[src/hw/rtl/bdl_pkg.sv]
// shared types and constants for the button debounce and long press unit
`timescale 1ns / 1ps

package bdl_pkg;

  // buttons that carry a long-press mask bit
  localparam int MASK_BITS = 4;
  localparam int BTN_W     = 2;
  localparam int TIME_W    = 32;
  localparam int DEB_W     = 20;
  localparam int LONG_W    = 24;
  localparam int CFG_W     = 24;
  localparam int IDX_W     = 2;

  localparam int S_TDATA_W = 40;
  localparam int M_TDATA_W = 8;

  // depth of the queue between front and back
  localparam int QDEPTH    = 2;
  localparam int QCNT_W    = $clog2(QDEPTH + 1);
  localparam int QPTR_W    = $clog2(QDEPTH);

  localparam logic [DEB_W-1:0]     DEBOUNCE_RST  = 20'd25000;
  localparam logic [LONG_W-1:0]    LONG_PRESS_RST = 24'd700000;
  localparam logic [MASK_BITS-1:0] LONG_MASK_RST = 4'd4;

  // configuration register indexes
  localparam logic [IDX_W-1:0] REG_DEBOUNCE   = 2'd0;
  localparam logic [IDX_W-1:0] REG_LONG_PRESS = 2'd1;
  localparam logic [IDX_W-1:0] REG_LONG_MASK  = 2'd2;

  // all events caused by one input item
  typedef struct packed {
    logic [MASK_BITS-1:0] longs;
    logic                 short_v;
    logic [BTN_W-1:0]     short_btn;
  } evt_rec_t;

endpackage

[src/hw/rtl/bdl_front.sv]
// front end: config registers, per-button state, long-press and debounce classification
`timescale 1ns / 1ps

module bdl_front import bdl_pkg::*; #(
  parameter int NUM_BUTTONS = 4
) (
  input  logic                 clk,
  input  logic                 rst,
  input  logic                 cfg_wr_en,
  input  logic [IDX_W-1:0]     cfg_index,
  input  logic [CFG_W-1:0]     cfg_data,
  input  logic                 s_axis_tvalid,
  output logic                 s_axis_tready,
  input  logic [S_TDATA_W-1:0] s_axis_tdata,  // button[1:0], pressed[2], time_us[34:3]
  input  logic [0:0]           s_axis_tuser,  // req_type
  output logic                 q_push,
  output evt_rec_t             q_rec,
  input  logic                 q_full
);

  // only buttons that an edge can address hold state
  localparam int NB = (NUM_BUTTONS < MASK_BITS) ? NUM_BUTTONS : MASK_BITS;

  logic [DEB_W-1:0]     deb_limit;
  logic [LONG_W-1:0]    hold_limit;
  logic [MASK_BITS-1:0] long_mask;

  logic [NB-1:0]     held, held_next;
  logic [NB-1:0]     long_done, long_done_next;
  logic [TIME_W-1:0] press_time [NB];
  logic [TIME_W-1:0] press_time_next [NB];
  logic [TIME_W-1:0] last_edge_time [NB];
  logic [TIME_W-1:0] last_edge_time_next [NB];

  logic              accept;
  logic              edge_ok;
  logic [NB-1:0]     fire;
  logic              short_v;
  logic [BTN_W-1:0]  btn;
  logic              press;
  logic [TIME_W-1:0] now;

  assign btn   = s_axis_tdata[BTN_W-1:0];
  assign press = s_axis_tdata[BTN_W];
  assign now   = s_axis_tdata[BTN_W+TIME_W:BTN_W+1];

  assign s_axis_tready = !q_full;
  assign accept        = s_axis_tvalid && s_axis_tready;
  assign edge_ok       = !s_axis_tuser[0] && (32'(btn) < NUM_BUTTONS);

  always_comb begin
    fire                = '0;
    short_v             = 1'b0;
    held_next           = held;
    long_done_next      = long_done;
    press_time_next     = press_time;
    last_edge_time_next = last_edge_time;
    // long-press scan first, all lanes in parallel
    for (int i = 0; i < NB; i++) begin
      if (long_mask[i] && held[i] && !long_done[i] &&
          (32'(now - press_time[i]) >= {8'b0, hold_limit})) begin
        fire[i]           = 1'b1;
        long_done_next[i] = 1'b1;
      end
    end
    // then the edge on its own button
    for (int i = 0; i < NB; i++) begin
      if (edge_ok && btn == BTN_W'(i) &&
          (32'(now - last_edge_time[i]) >= {12'b0, deb_limit})) begin
        last_edge_time_next[i] = now;
        if (press) begin
          if (!held[i]) begin
            held_next[i]       = 1'b1;
            long_done_next[i]  = 1'b0;
            press_time_next[i] = now;
            short_v            = !long_mask[i];
          end
        end else if (held[i]) begin
          held_next[i] = 1'b0;
          short_v      = long_mask[i] && !long_done_next[i];
        end
      end
    end
  end

  assign q_rec.longs     = MASK_BITS'(fire);
  assign q_rec.short_v   = short_v;
  assign q_rec.short_btn = btn;
  assign q_push          = accept && ((|fire) || short_v);

  always_ff @(posedge clk) begin
    if (rst) begin
      deb_limit  <= DEBOUNCE_RST;
      hold_limit <= LONG_PRESS_RST;
      long_mask  <= LONG_MASK_RST;
    end else if (cfg_wr_en) begin
      case (cfg_index)
        REG_DEBOUNCE:   deb_limit  <= cfg_data[DEB_W-1:0];
        REG_LONG_PRESS: hold_limit <= cfg_data[LONG_W-1:0];
        REG_LONG_MASK:  long_mask  <= cfg_data[MASK_BITS-1:0];
        default: ;
      endcase
    end
  end

  always_ff @(posedge clk) begin
    if (rst) begin
      held      <= '0;
      long_done <= '0;
      for (int i = 0; i < NB; i++) begin
        press_time[i]     <= '0;
        last_edge_time[i] <= '0;
      end
    end else if (accept) begin
      held           <= held_next;
      long_done      <= long_done_next;
      press_time     <= press_time_next;
      last_edge_time <= last_edge_time_next;
    end
  end

  // a button that has fired stays marked until it is pressed again
  a_done_needs_press: assert property (@(posedge clk) disable iff (rst)
    accept && (|fire) |=> (|long_done))
    else $error("long event fired but no done flag set");

  a_short_on_edge: assert property (@(posedge clk) disable iff (rst)
    q_push && q_rec.short_v |-> !s_axis_tuser[0])
    else $error("short event from a tick item");

endmodule

[src/hw/rtl/bdl_fifo.sv]
// small queue of event records between front and back
`timescale 1ns / 1ps

module bdl_fifo import bdl_pkg::*; (
  input  logic     clk,
  input  logic     rst,
  input  logic     push,
  input  evt_rec_t wr_rec,
  output logic     full,
  input  logic     pop,
  output evt_rec_t rd_rec,
  output logic     empty
);

  evt_rec_t          mem [QDEPTH];
  logic [QPTR_W-1:0] wr_ptr;
  logic [QPTR_W-1:0] rd_ptr;
  logic [QCNT_W-1:0] count;

  assign full   = (count == QCNT_W'(QDEPTH));
  assign empty  = (count == '0);
  assign rd_rec = mem[rd_ptr];

  always_ff @(posedge clk) begin
    if (push) begin
      mem[wr_ptr] <= wr_rec;
    end
  end

  always_ff @(posedge clk) begin
    if (rst) begin
      wr_ptr <= '0;
      rd_ptr <= '0;
      count  <= '0;
    end else begin
      if (push) begin
        wr_ptr <= (wr_ptr == QPTR_W'(QDEPTH - 1)) ? '0 : wr_ptr + 1'b1;
      end
      if (pop) begin
        rd_ptr <= (rd_ptr == QPTR_W'(QDEPTH - 1)) ? '0 : rd_ptr + 1'b1;
      end
      if (push && !pop) begin
        count <= count + 1'b1;
      end else if (pop && !push) begin
        count <= count - 1'b1;
      end
    end
  end

  a_no_overflow: assert property (@(posedge clk) disable iff (rst)
    count <= QCNT_W'(QDEPTH))
    else $error("queue count beyond depth");

  a_no_underflow: assert property (@(posedge clk) disable iff (rst)
    pop |-> !empty)
    else $error("pop from empty queue");

endmodule

[src/hw/rtl/bdl_back.sv]
// back end: plays out one event per cycle from each queued record while m_axis_tready is high
`timescale 1ns / 1ps

module bdl_back import bdl_pkg::*; (
  input  logic                 clk,
  input  logic                 rst,
  input  evt_rec_t             q_rec,
  input  logic                 q_empty,
  output logic                 q_pop,
  output logic                 m_axis_tvalid,
  input  logic                 m_axis_tready,
  output logic [M_TDATA_W-1:0] m_axis_tdata,  // event_button[1:0], is_long[2]
  output logic                 m_axis_tlast
);

  evt_rec_t             rec;
  logic                 busy;
  logic [MASK_BITS-1:0] longs_rest;
  logic [BTN_W-1:0]     lo_idx;
  logic [BTN_W-1:0]     ev_btn;
  logic                 ev_long;
  logic                 ev_last;
  logic                 advance;
  logic                 done;

  always_comb begin
    longs_rest = rec.longs & (rec.longs - 1'b1);
    lo_idx     = '0;
    // lowest set bit wins
    for (int i = MASK_BITS - 1; i >= 0; i--) begin
      if (rec.longs[i]) begin
        lo_idx = BTN_W'(i);
      end
    end
    if (rec.longs != '0) begin
      ev_btn  = lo_idx;
      ev_long = 1'b1;
      ev_last = (longs_rest == '0) && !rec.short_v;
    end else begin
      ev_btn  = rec.short_btn;
      ev_long = 1'b0;
      ev_last = 1'b1;
    end
  end

  assign m_axis_tvalid = busy;
  assign m_axis_tdata  = {{(M_TDATA_W - BTN_W - 1){1'b0}}, ev_long, ev_btn};
  assign m_axis_tlast  = ev_last;

  assign advance = m_axis_tvalid && m_axis_tready;
  assign done    = advance && ev_last;
  assign q_pop   = !q_empty && (!busy || done);

  always_ff @(posedge clk) begin
    if (rst) begin
      busy <= 1'b0;
    end else if (q_pop) begin
      busy <= 1'b1;
    end else if (done) begin
      busy <= 1'b0;
    end
  end

  always_ff @(posedge clk) begin
    if (q_pop) begin
      rec <= q_rec;
    end else if (advance) begin
      rec.longs <= longs_rest;
    end
  end

  a_busy_has_event: assert property (@(posedge clk) disable iff (rst)
    busy |-> (rec.longs != '0) || rec.short_v)
    else $error("active record holds no event");

  a_record_continues: assert property (@(posedge clk) disable iff (rst)
    advance && !ev_last |=> busy)
    else $error("record dropped before its last event");

endmodule

[src/hw/rtl/button_debounce_long_press_unit.sv]
// top level of the button debounce and long press unit
// an item's events pass the event queue, then the back end's record register
// throughput: one input item per cycle while the two-entry event queue has room;
// the back end sends one event per cycle while m_axis_tready is high
// items that cause no event never enter the queue
// reset (rst, synchronous): config to defaults, button state cleared, queue emptied
`timescale 1ns / 1ps

module button_debounce_long_press_unit import bdl_pkg::*; #(
  parameter int NUM_BUTTONS = 4
) (
  input  logic                 clk,
  input  logic                 rst,
  input  logic                 cfg_wr_en,
  input  logic [IDX_W-1:0]     cfg_index,
  input  logic [CFG_W-1:0]     cfg_data,
  input  logic                 s_axis_tvalid,
  output logic                 s_axis_tready,
  input  logic [S_TDATA_W-1:0] s_axis_tdata,  // button[1:0], pressed[2], time_us[34:3]
  input  logic [0:0]           s_axis_tuser,  // req_type
  output logic                 m_axis_tvalid,
  input  logic                 m_axis_tready,
  output logic [M_TDATA_W-1:0] m_axis_tdata,  // event_button[1:0], is_long[2]
  output logic                 m_axis_tlast
);

  logic     q_push;
  logic     q_full;
  logic     q_pop;
  logic     q_empty;
  evt_rec_t wr_rec;
  evt_rec_t rd_rec;

  bdl_front #(
    .NUM_BUTTONS(NUM_BUTTONS)
  ) u_front (
    .clk           (clk),
    .rst           (rst),
    .cfg_wr_en     (cfg_wr_en),
    .cfg_index     (cfg_index),
    .cfg_data      (cfg_data),
    .s_axis_tvalid (s_axis_tvalid),
    .s_axis_tready (s_axis_tready),
    .s_axis_tdata  (s_axis_tdata),
    .s_axis_tuser  (s_axis_tuser),
    .q_push        (q_push),
    .q_rec         (wr_rec),
    .q_full        (q_full)
  );

  bdl_fifo u_fifo (
    .clk    (clk),
    .rst    (rst),
    .push   (q_push),
    .wr_rec (wr_rec),
    .full   (q_full),
    .pop    (q_pop),
    .rd_rec (rd_rec),
    .empty  (q_empty)
  );

  bdl_back u_back (
    .clk           (clk),
    .rst           (rst),
    .q_rec         (rd_rec),
    .q_empty       (q_empty),
    .q_pop         (q_pop),
    .m_axis_tvalid (m_axis_tvalid),
    .m_axis_tready (m_axis_tready),
    .m_axis_tdata  (m_axis_tdata),
    .m_axis_tlast  (m_axis_tlast)
  );

endmodule

[config.mk]
export PLATFORM = sky130hd
export DESIGN_NAME = button_debounce_long_press_unit
export DESIGN_NICKNAME = d
export VERILOG_FILES = /design/src/hw/rtl/bdl_pkg.sv /design/src/hw/rtl/bdl_front.sv /design/src/hw/rtl/bdl_fifo.sv /design/src/hw/rtl/bdl_back.sv /design/src/hw/rtl/button_debounce_long_press_unit.sv
export SDC_FILE = /design/constraint.sdc
export NUM_CORES = 1
export LEC_CHECK = 0
export BUFFER_PORTS_ARGS = -buffer_cell sky130_fd_sc_hd__buf_2
export CAP_MARGIN = 20
export CORE_ASPECT_RATIO = 0.8
export CORE_MARGIN = 5
export CORE_UTILIZATION = 55
export DETAILED_ROUTE_END_ITERATION = 6
export PLACE_DENSITY_LB_ADDON = 0.3
export RECOVER_POWER = 100
export SLEW_MARGIN = 5
export SYNTH_ARGS = -nofsm -noshare
export SYNTH_HDL_FRONTEND = slang
export SYNTH_SLANG_ARGS = --single-unit
[constraint.sdc]
create_clock -name clk -period 18.25 [get_ports clk]
set_input_delay 1.825 -clock clk [delete_from_list [all_inputs] [get_ports clk]]
set_output_delay 1.825 -clock clk [all_outputs]
set_load 0.02 [all_outputs]
==> results.py, run 1 <==
metrics = {
    "worst_setup_path": {
        "crit_family": "buffers and inverters",
        "cp_common_cell": "clkbuf_1",
        "start_kind": "input port",
        "crit_buf_inv": 6,
        "cp_slowest_cell": "clkbuf_1",
        "critPathMaxFanout": 36,
        "cp.required_ns": 18.44,
        "cp_slowest_stage_delay_ns": 2.01,
        "crit_type": "in -> reg",
        "arrival_ns": 10.93,
        "critPathCaptureType": "flip-flop",
    },
    "die": {
        "dieHeight_um": 223,
        "initial_utilization_pct": 55.3,
        "die_w_um": 276,
        "pin_count": 83,
        "core_mm2": 0.0565,
        "rows": 78,
        "dieArea_mm2": 0.0617,
    },
    "detailed_routing": {
        "dr.first_iter.drc_count": 2055,
        "wl_per_cell_um": 17.7,
        "wl_mm": 86.1,
        "viasPerCell": 5.98,
        "ant_nets": 0,
        "vias": 29064,
        "remaining_drc_errors": 0,
        "drt-pass1-iter-count": 6,
    },
    "clock_network": {
        "numCtsBuffers": 40,
        "cts_max_level": 2,
        "clock_sinks": 339,
        "holdBufCountCts": 0,
        "cts_buffer_depth": 3,
        "clk_pin_slew_worst_paths_ns": 0.06,
        "postCtsSetupBuffers": 0,
        "cts-root-buf": "clkbuf_16",
        "clk_latency_ns": 0.59,
        "postCtsResizedCells": 0,
        "cts_tree": "yes",
    },
    "timing": {
        "max_slew_margin_pct": -341,
        "setup_violations": 0,
        "worstMarginPinSlew_ns": 6.61,
        "clock_skew_ns": 0.0218,
        "hold_violations": 0,
        "max_freq_mhz": 93.1,
        "rsz0062_at_grt": "no",
        "fin_tns_setup_ns": 0,
        "period_minus_slack_ns": 10.74,
        "whs_ns": 0.455,
        "period_share_pct": 58.8,
        "slew_viol_final": 635,
    },
    "cells_and_area": {
        "utilization_pct": 58.9,
        "final_area_mm2": 0.0333,
        "multiInputGateArea_mm2": 0.0220,
        "n_fill_cell": 5292,
        "antenna_cells": 0,
        "drive_gt1_share_pct": 4.51,
        "stdcell_count": 4858,
        "num-nets-final": 4572,
        "syn2layout_area_growth_pct": 6.60,
        "register_area_mm2": 0.00700,
    },
    "min_path": {
        "min_path_type": "reg -> reg",
    },
    "power": {
        "swShare_pct": 34.5,
        "p_switching_uw": 834,
        "cellLeakagePower_nw": 13.6,
        "p_clk_share_pct": 35.5,
        "p_seq_share_pct": 33.4,
        "comb_power_share_pct": 31.1,
        "ir_drop_mv": 0.0731,
        "powerDensity_mw_per_mm2": 72.7,
        "p_int_mw": 1.59,
    },
    "grt": {
        "grt_overflow": 0,
        "grtUsageTotal_pct": 26.7,
        "grt_pass1_wl_mm": 138,
        "grt_pass1_vias": 27561,
        "antenna_found_initial": 0,
        "grt_max_degree": 141,
    },
    "synthesis": {
        "synthArstFlopShare_pct": 0,
        "synth_ff_type": "dfxtp_1",
        "synth.top_cell.area_share_pct": 20.4,
        "synth-edff-count": 21,
        "synth_area_mm2": 0.0312,
        "synthTopCellsByArea": "dfxtp_1 20%, ha_1 17%, a21oi_1 7.3%",
        "yosysSeqAreaShare_pct": 22.4,
        "yosysMostFrequentCell": "a21oi_1",
        "syn_area_per_cell_um2": 7.59,
        "synthTopCellsByCount": "457 x a21oi_1, 425 x ha_1, 410 x nand2_1",
        "syn_inst": 4114,
        "synth_top_cell_by_area": "dfxtp_1",
        "synth_cell_type_count": 95,
        "synth_warnings": 0,
        "synth-seq-cells": 339,
    },
    "outcome": {
        "status": "complete, but fails checks",
        "violations": "max-capacitance violations, max-slew violations",
    },
    "flow_run": {
        "maxCapViolations": 11,
    },
    "placement": {
        "gp_congestion": 0.950,
        "hpwl_mm": 66.6,
        "place_area_mm2": 0.0320,
        "numPortBuffers": 72,
        "numPlacedInstances": 4785,
    },
}
-- power groups by stage --
stage / registers (mW) / logic, mW / clock network [mW]
global route: 0.812 / 0.844 / 0.906
global placement: 0.823 / 0.728 / 0
floorplan: 0.814 / 0.571 / 0
detailed placement: 0.824 / 0.743 / 0
finish: 0.809 / 0.753 / 0.859
CTS: 0.808 / 0.748 / 0.876
-- path summary, 6_finish.rpt --
check                                                             from                                  end  slack [ns]  depth (start not counted)
worst max-delay path                                   s_axis_tdata[3]  u_front.press_time[10]$_SDFFE_PP0P_        7.51                         30
worst min-delay path               u_front.press_time[75]$_SDFFE_PP0P_  u_front.press_time[75]$_SDFFE_PP0P_        0.45                          2
worst max register to register  u_front.last_edge_time[0]$_SDFFE_PP0P_  u_front.press_time[10]$_SDFFE_PP0P_        9.51                         27
worst min register to register     u_front.press_time[75]$_SDFFE_PP0P_  u_front.press_time[75]$_SDFFE_PP0P_        0.45                          2
-- per-layer routing --
| layer | share of wire [%] | vias up | global-route usage [%] | routed length, um |
|---|---|---|---|---|
| met2 | 46 | 820 | 45.8 | 39900 |
| met4 | 3.6 | 0 | 9.70 | 3090 |
| met1 | 45 | 13498 | 35.1 | 38500 |
| li1 | - | 14581 | - | - |
| met3 | 5.4 | 165 | 2.75 | 4660 |
| met5 | 0 | - | 0 | 0 |
-- layout make-up --
cell class | instances | area share, %
clock inverters | 26 | 0.996
repair buffers | 100 | 1.56
multi-input cells | 3213 | 66.2
well taps | 760 | 2.86
flip-flops and latches | 339 | 21.0
clock buffers | 47 | 3.15
inverters | 373 | 4.21
-- logic make-up (layout without fill, tap and decap cells) --
kind of cell               after synthesis  after routing  share of synthesized area [%]
AOI/OAI and AO/OA                     1225           1225                           24.8
DFF                                    339            339                           22.4
buffers and inverters                  566            546                           7.06
xor gates and xnor gates               182            182                           5.10
adders and majority gates              434            434                           17.6
and+or+nand+nor                       1211           1211                           18.0
muxes                                  156            156                           5.01
other                                    1              5                         0.0120
-- cells in the final DEF, fill, tap and decap left out, drive strengths merged, types with 34 or more instances in the layout --
master | netlist | layout
a21o | 129 | 129
a21oi | 460 | 460
a31oi | 38 | 38
and3 | 34 | 34
buf | 43 | 79
clkbuf | 150 | 68
dfxtp | 318 | 318
ha | 425 | 425
inv | 373 | 377
mux2i | 153 | 153
nand2 | 410 | 410
nand2b | 36 | 36
nand3 | 58 | 58
nand4 | 63 | 63
nor2 | 376 | 376
nor3 | 65 | 65
o211ai | 37 | 37
o21a | 46 | 46
o21ai | 229 | 229
xnor2 | 114 | 114
xor2 | 68 | 68
-- tightest hold or removal path, stage by stage (launching register included) --
cell and delay (ns):
dfxtp_1 0.31, nand2_1 0.05, a21oi_1 0.05
-- flip-flops by register name (all words and copies together) (netlist names), named ones only --
| register | flops |
|---|---|
| u_front.last_edge_time | 128 |
| u_front.held | 4 |
| u_back.rec | 7 |
| u_fifo.count | 2 |
| u_fifo.rd_ptr | 1 |
| u_fifo.mem | 14 |
| u_fifo.wr_ptr | 1 |
| u_front.hold_limit | 24 |
| u_front.press_time | 128 |
| u_front.long_mask | 4 |
| u_back.m_axis_tvalid | 1 |
| u_front.deb_limit | 20 |
| u_front.long_done | 4 |
-- stage by stage --
| step | setup WS [ns] | power (mW) |
|---|---|---|
| 2_1_floorplan | 10.67 | 1.39 |
| 3_3_place_gp | 9.43 | 1.55 |
| 3_5_place_dp | 9.41 | 1.57 |
| 4_1_cts | 10.00 | 2.43 |
| 5_1_grt | 6.84 | 2.56 |
| 6_report | 7.51 | 2.42 |
Note: power is estimated with default switching activity, not from simulation.
==> inputs of run 2 (changes only) <==
==> constraint.sdc (replaced) <==
create_clock -name clk -period 11.24 [get_ports clk]
set_input_delay 1.124 -clock clk [delete_from_list [all_inputs] [get_ports clk]]
set_output_delay 1.124 -clock clk [all_outputs]
set_load 0.02 [all_outputs]
==> run 2 against run 1 <==
Net effect: the run ends with design-rule violations, max-capacitance violations, max-slew violations left; flip-flop and latch count unchanged; sequential power is 62% higher; die area unchanged; clock power is 78% higher; utilization up 0.31 points.
==> results.py, run 2 (synthesized netlist as in run 1, its figures left out) <==
metrics = {
    "timing": {
        "fin_tns_setup_ns": 0,
        "period_share_pct": 81.2,
        "clock_skew_ns": 0.0236,
        "worstMarginPinSlew_ns": 4.15,
        "max_slew_margin_pct": -177,
        "hold_violations": 0,
        "rsz0062_at_grt": "no",
        "period_minus_slack_ns": 9.13,
        "setup_violations": 0,
        "slew_viol_final": 421,
        "max_freq_mhz": 110,
    },
    "worst_setup_path": {
        "arrival_ns": 9.57,
        "start_kind": "input port",
        "rr_startpoint": "u_front.last_edge_time[64]$_SDFFE_PP0P_",
        "reg2regPathDepth": 25,
        "cp.required_ns": 11.69,
        "critPathCaptureType": "flip-flop",
        "reg2reg_slack_ns": 3.14,
        "crit_path_start": "s_axis_tdata[3]",
        "critPathMaxFanout": 36,
        "crit_type": "in -> reg",
    },
    "placement": {
        "numPortBuffers": 72,
        "hpwl_mm": 66.5,
        "gp_congestion": 0.968,
    },
    "detailed_routing": {
        "drt-pass1-iter-count": 7,
        "vias": 28998,
        "wl_mm": 86.6,
        "remaining_drc_errors": 3,
        "viasPerCell": 5.97,
        "wl_per_cell_um": 17.8,
        "ant_nets": 0,
        "dr.first_iter.drc_count": 2111,
    },
    "clock_network": {
        "clock_sinks": 339,
        "clk_pin_slew_worst_paths_ns": 0.06,
        "cts-root-buf": "clkbuf_16",
        "clk_latency_ns": 0.59,
        "postCtsSetupBuffers": 0,
        "holdBufCountCts": 0,
        "numCtsBuffers": 42,
        "cts_tree": "yes",
        "cts_max_level": 2,
        "cts_buffer_depth": 3,
        "postCtsResizedCells": 0,
    },
    "die": {
        "core_mm2": 0.0565,
        "dieArea_mm2": 0.0617,
        "die_w_um": 276,
        "pin_count": 83,
        "initial_utilization_pct": 55.3,
        "dieHeight_um": 223,
        "rows": 78,
    },
    "power": {
        "powerDensity_mw_per_mm2": 121,
        "comb_power_share_pct": 30.0,
        "p_int_mw": 2.71,
        "p_clk_share_pct": 37.7,
        "swShare_pct": 33.4,
        "p_seq_share_pct": 32.3,
        "p_total_mw": 4.06,
        "p_switching_mw": 1.36,
        "cellLeakagePower_nw": 13.7,
        "ir_drop_mv": 0.134,
    },
    "min_path": {
        "min_path_cells": 2,
        "hp-start": "u_front.press_time[6]$_SDFFE_PP0P_",
        "min_path_type": "reg -> reg",
    },
    "cells_and_area": {
        "reg.largest.list": "u_front.last_edge_time (128), u_front.press_time (128), u_front.hold_limit (24)",
        "syn2layout_area_growth_pct": 7.16,
        "drive_gt1_share_pct": 4.69,
        "num-nets-final": 4569,
        "utilization_pct": 59.2,
        "final_cell_mix": "457 x a21oi_1, 425 x ha_1, 410 x nand2_1, 373 x inv_1, 373 x nor2_1",
        "final_common_cell": "a21oi_1",
    },
    "grt": {
        "grtUsageTotal_pct": 26.6,
        "grt_pass1_wl_mm": 138,
        "grt_overflow": 0,
        "grt_pass1_vias": 27098,
        "grt_max_degree": 142,
        "antenna_found_initial": 1,
    },
    "outcome": {
        "violations": "design-rule violations, max-capacitance violations, max-slew violations",
        "status": "complete, but fails checks",
    },
    "flow_run": {
        "maxCapViolations": 8,
    },
}
[run 2: cell count changes in the layout (fill, tap and decap cells not counted), sizes merged]
cell / delta
clkinvlp: +1
bufinv: +2
clkbuf: +6
inv: -2
clkinv: -5
buf: -2
diode: +1
[run 2: routing by layer]
metal,share of wire (%),up-vias,track usage (%),wire [um]
met2,46,713,46.0,40000
met4,3.9,0,9.66,3390
met5,0,-,0,0
met3,5.1,199,2.56,4410
met1,45,13521,34.8,38800
li1,-,14565,-,-
[run 2: final timing paths]
kind                                                            end
worst max register to register  u_front.press_time[91]$_SDFFE_PP0P_
worst min-delay path             u_front.press_time[6]$_SDFFE_PP0P_
worst min register to register   u_front.press_time[6]$_SDFFE_PP0P_
worst max-delay path            u_front.press_time[91]$_SDFFE_PP0P_
[run 2: cell type report]
| class | count | area, um2 |
|---|---|---|
| fill | 5317 | 23000 |
| multi-input combinational | 3213 | 22000 |
| clock inverter | 22 | 352 |
| inverter | 373 | 1400 |
| timing repair buffer | 95 | 508 |
| clock buffer | 56 | 1210 |
| sequential | 339 | 7000 |
| antenna | 1 | 2.50 |
| tap | 760 | 951 |
[run 2: critical path, cell delays in order]
cell and delay, ns:
clkbuf_1 0.24, inv_1 0.48, ha_1 0.26, inv_1 0.06, fa_1 0.39, a21o_1 0.20
a221oi_1 0.59, o21ai_0 0.30, a31oi_1 0.38, nor2_1 0.08, nor2_1 0.13, xnor2_1 0.11
ha_1 0.19, a21o_1 0.17, a21oi_1 0.16, o221ai_1 0.17, a2111oi_0 0.58, o211ai_1 0.18
nor4bb_1 0.29, o2111ai_1 0.27, o41ai_4 0.36, clkbuf_1 1.14, nor2_2 0, buf_4 0.29
nand3b_1 1.03, nand2_1 0.18, a21oi_1 0.20
[run 2: through the flow]
| step | cell area, um2 | hold slack, ns | cells | worst slack [ns] |
|---|---|---|---|---|
| 2_1_floorplan | 31200 | 0.436 | 4118 | 4.36 |
| 3_3_place_gp | 31900 | 0.442 | 4779 | 2.98 |
| 3_5_place_dp | 31900 | 0.446 | 4779 | 2.88 |
| 4_1_cts | 33500 | 0.454 | 4857 | 3.43 |
| 5_1_grt | 33500 | 0.471 | 4859 | 1.54 |
| 6_report | 33500 | 0.452 | 4859 | 2.11 |
[run 2: power groups by stage]
stage / combinational, mW / sequential, mW / clock (mW)
after global placement: 1.18 / 1.34 / 0
final: 1.22 / 1.31 / 1.53
after global routing: 1.36 / 1.32 / 1.61
after floorplan: 0.927 / 1.32 / 0
after detailed placement: 1.20 / 1.34 / 0
after CTS: 1.21 / 1.31 / 1.56
